**src/mtq_pkg.sv**
```systemverilog
// Shared types and constants for the mismatch table with earliest query.
package mtq_pkg;

    localparam int ACT_W    = 2;
    localparam int BLOCK_W  = 48;
    localparam int COMMIT_W = 32;

    localparam logic [ACT_W-1:0] ACT_INSERT = 2'd0;
    localparam logic [ACT_W-1:0] ACT_REMOVE = 2'd1;

    typedef enum logic [2:0] {
        S_CLEAR,
        S_IDLE,
        S_LOOKUP,
        S_UPDATE,
        S_MINSCAN,
        S_REPORT
    } t_state;

    // One table entry; a block number of zero marks the slot as empty.
    typedef struct packed {
        logic [BLOCK_W-1:0]  blk;
        logic [COMMIT_W-1:0] cid;
    } t_slot;

    typedef struct packed {
        logic load;
        logic cnt_clr;
        logic cnt_step;
        logic mem_clear;
        logic eval_lookup;
        logic eval_min;
        logic update;
        logic report;
    } t_cmd;

    typedef struct packed {
        logic cnt_end;
        logic scan_done;
    } t_stat;

endpackage

```
**src/mtq_ctrl.sv**
```systemverilog
// Controller state machine that sequences clearing, lookup, update and minimum scan.
module mtq_ctrl (
    input  logic            i_clk,
    input  logic            i_rst_n,
    input  logic            start,
    input  mtq_pkg::t_stat  i_stat,
    output logic            busy,
    output mtq_pkg::t_cmd   o_cmd
);

    mtq_pkg::t_state r_state;
    mtq_pkg::t_state n_state;

    always_ff @(posedge i_clk) begin
        if (!i_rst_n) begin
            r_state <= mtq_pkg::S_CLEAR;
        end else begin
            r_state <= n_state;
        end
    end

    always_comb begin
        n_state = r_state;
        unique case (r_state)
            mtq_pkg::S_CLEAR: begin
                if (i_stat.cnt_end) n_state = mtq_pkg::S_IDLE;
            end
            mtq_pkg::S_IDLE: begin
                if (start) n_state = mtq_pkg::S_LOOKUP;
            end
            mtq_pkg::S_LOOKUP: begin
                if (i_stat.scan_done) n_state = mtq_pkg::S_UPDATE;
            end
            mtq_pkg::S_UPDATE: begin
                n_state = mtq_pkg::S_MINSCAN;
            end
            mtq_pkg::S_MINSCAN: begin
                if (i_stat.scan_done) n_state = mtq_pkg::S_REPORT;
            end
            mtq_pkg::S_REPORT: begin
                n_state = mtq_pkg::S_IDLE;
            end
            default: n_state = mtq_pkg::S_CLEAR;
        endcase
    end

    always_comb begin
        o_cmd = '0;
        busy  = 1'b1;
        unique case (r_state)
            mtq_pkg::S_CLEAR: begin
                o_cmd.mem_clear = 1'b1;
                o_cmd.cnt_step  = 1'b1;
            end
            mtq_pkg::S_IDLE: begin
                busy          = 1'b0;
                o_cmd.load    = start;
                o_cmd.cnt_clr = start;
            end
            mtq_pkg::S_LOOKUP: begin
                o_cmd.cnt_step    = 1'b1;
                o_cmd.eval_lookup = 1'b1;
            end
            mtq_pkg::S_UPDATE: begin
                o_cmd.update  = 1'b1;
                o_cmd.cnt_clr = 1'b1;
            end
            mtq_pkg::S_MINSCAN: begin
                o_cmd.cnt_step = 1'b1;
                o_cmd.eval_min = 1'b1;
            end
            mtq_pkg::S_REPORT: begin
                o_cmd.report = 1'b1;
            end
            default: begin
                o_cmd = '0;
            end
        endcase
    end

endmodule

```
**config.mk**
```make
export PLATFORM = sky130hd
export DESIGN_NAME = mtq_ctrl
export DESIGN_NICKNAME = d
export VERILOG_FILES = /design/src/mtq_pkg.sv /design/src/mtq_ctrl.sv
export SDC_FILE = /design/constraint.sdc
export NUM_CORES = 1
export LEC_CHECK = 0
export ABC_CLOCK_PERIOD_IN_PS = 2200
export BUFFER_PORTS_ARGS = -buffer_cell sky130_fd_sc_hd__buf_2
export CAP_MARGIN = 20
export CORE_AREA = 2 2 39 41
export DETAILED_ROUTE_END_ITERATION = 8
export DIE_AREA = 0 0 41 43
export GPL_TIMING_DRIVEN = 0
export PLACE_DENSITY = 0.34
export REMOVE_ABC_BUFFERS = 1
export SETUP_SLACK_MARGIN = 0.4
export SLEW_MARGIN = 10
export SYNTH_ARGS = -nofsm -noshare
export SYNTH_HDL_FRONTEND = slang
export SYNTH_SLANG_ARGS = --single-unit
```
**constraint.sdc**
```tcl
create_clock -name i_clk -period 2.2 [get_ports i_clk]
set_input_delay 0.22 -clock i_clk [delete_from_list [all_inputs] [get_ports i_clk]]
set_output_delay 0.22 -clock i_clk [all_outputs]
set_load 0.01 [all_outputs]
```
==> run_results.csv <==
group,metric,value,unit
final_layout,largest-register,"r_state",
critical_path,crit_fanout,9,
final_layout,design_area,293,um2
critical_path,cp_num_buf_inv,1,
clock_tree,tritoncts,"yes",
logic_synthesis,yosysTopAreaCell,"dfxtp_1",
final_layout,final_common_cell,"buf_2",
final_layout,final_cell_mix,"buf_2 (13), nor3b_1 (3), clkbuf_4 (3), dfxtp_1 (3)",
critical_path,required,1.98,ns
detailed_routing,first_pass_iters,2,
global_route,grt_pass1_wl,703,um
detailed_routing,postRouteAntennaNets,0,
outcome,status,"complete, no violations",
final_layout,finalNetCount,44,
clock_tree,clkSinkCount,3,
placement,placed_cells,50,
detailed_routing,vias,207,
power_and_ir_drop,p_per_area,705,nW/um2
global_route,overflow,0,
final_layout,fillers,161,
critical_path,crit_family,"simple AND/OR/NAND/NOR gates",
placement,place_congestion,0.634,
clock_tree,clockRootBuffer,"clkbuf_4",
floorplanning,die_y,43,um
sta,setup_tns,0,ns
critical_path,critical_path_arrival,1.45,ns
logic_synthesis,netlist_area,200,um2
logic_synthesis,synth_cell_types,17,
final_layout,largest_reg_flops,3,
placement,portBuffers,13,
global_route,grt_max_degree,10,
sta,max_freq,0.598,GHz
detailed_routing,drc,0,
power_and_ir_drop,vdd_drop_max,0.150,mV
final_layout,finalNonFillerCells,54,
worst_hold_path,hold_class,"in2reg",
logic_synthesis,ys_ff_latch,3,
clock_tree,clkTransAtPathRegs,0.04,ns
power_and_ir_drop,p_leak,0.140,nW
global_route,first_global_vias,187,
final_layout,diodes,0,
sta,post-route-period-util,0.760,
floorplanning,initial_core_util,0.145,
placement,dp_slack,0.768,ns
floorplanning,rows,14,
critical_path,critPathCaptureType,"output port",
logic_synthesis,ys_seq_area_frac,0.300,
placement,place_area,267,um2
clock_tree,cts_resized,0,
sta,setup_viol,0,
detailed_routing,avgRoutedWirePerCell,9.44,um
final_layout,reg.largest.list,"r_state (3)",
floorplanning,die_w,41,um
clock_tree,cts_buffers,3,
global_route,grt_usage,0.0653,
sta,timing_worst_slew_pin_value,0.372,ns
sta,finalMaxSlewViolations,0,
sta,finalHoldViolations,0,
sta,clock_skew,0.000868,ns
sta,finalCriticalPeriod,1.67,ns
critical_path,cp_cell_sequence,"or3b_1, nor2_2, or2_1, buf_2",
floorplanning,die_area,1760,um2
detailed_routing,vias_per_cell,3.83,
sta,finalWorstSetupSlack,0.528,ns
detailed_routing,routed_wl,510,um
clock_tree,insertion_delay,0.23,ns
final_layout,drive_above_1_share,0.500,
logic_synthesis,netlist_top_cells_area,"dfxtp_1 (30%), nor3b_1 (11%), o21a_1 (7.5%), buf_6 (5.6%), mux2_2 (5.6%)",
floorplanning,ioPinCount,14,
clock_tree,post_cts_buffers,0,
logic_synthesis,yosysWarnings,0,
logic_synthesis,synth_top_area_frac,0.300,
final_layout,area_growth_syn_to_layout,46.3,%
critical_path,startpoint_type,"flop",
critical_path,crit_type,"reg2out",
clock_tree,htree_levels,1,
floorplanning,coreArea,1380,um2
logic_synthesis,syn_inst,23,
clock_tree,cts-hold-fix-buffers,0,
logic_synthesis,synth.avg_cell_area,8.70,um2
critical_path,cp_slowest_stage_delay,0.44,ns
sta,rsz0062_at_grt,"no",
sta,max_slew_margin,0.751,
detailed_routing,drtIter0Drc,1,
global_route,grt_antenna_before_repair,0,
flow_run,maxCapViolations,0,
clock_tree,clk_path_buf_depth,2,
critical_path,cp_slowest_cell,"dfxtp_1",
metal layers:
metal / track usage / up-vias / wire length [um] / share of wire
li1: - / 110 / - / -
met1: 0.0836 / 79 / 270 / 0.53
met2: 0.0656 / 16 / 142 / 0.28
met3: 0.0157 / 2 / 80 / 0.16
met4: 0.100 / 0 / 18 / 0.035
met5: 0 / - / 0 / 0
path summary, 6_finish.rpt:
kind,startpoint,slack (ns),endpoint,cells after the start
worst max register to register,r_state[2],1.01,r_state[0],3
worst max-delay path,r_state[0],0.53,o_cmd[6],4
worst min register to register,r_state[1],0.68,r_state[0],3
worst min-delay path,i_rst_n,0.22,r_state[2],2
area by class of cell:
type	count	area (um2)	area share
Multi-Input combinational cell	16	114	0.389
Inverter	2	7.51	0.0256
Timing Repair Buffer	13	65.1	0.222
Sequential cell	3	60.1	0.205
Tap cell	16	20.0	0.0684
Clock buffer	4	26.3	0.0897
cells by family after synthesis:
family | synth area share
compound gates | 0.175
buf+inv | 0.131
mux | 0.0562
simple gates | 0.338
flops | 0.300
where the power goes:
part / leakage (nW) / internal, W / switching, W / total, W
clock: 0.0150 / 0.0000680 / 0.0000282 / 0.0000962
sequential: 0.0246 / 0.0000588 / 0.00000700 / 0.0000658
combinational: 0.101 / 0.0000223 / 0.0000220 / 0.0000443
cell usage after synthesis, drive strengths merged:
master	count
nor3b	3
o211ai	1
or2	1
and3	1
mux2	1
a21oi	1
nand3b	1
nand2	1
buf	2
nor2	1
nor3	1
or3b	1
dfxtp	3
a21boi	1
inv	2
o21a	2
stage by stage:
step	total power [W]	utilization	hold slack [ns]
detailed placement	0.000111	0.193	0.461
global route	0.000219	0.212	0.228
finish	0.000206	0.212	0.221
global placement	0.000111	0.193	0.459
CTS	0.000214	0.212	0.213
floorplan	0.0000911	-	0.338
(Power assumes the default switching activity.)
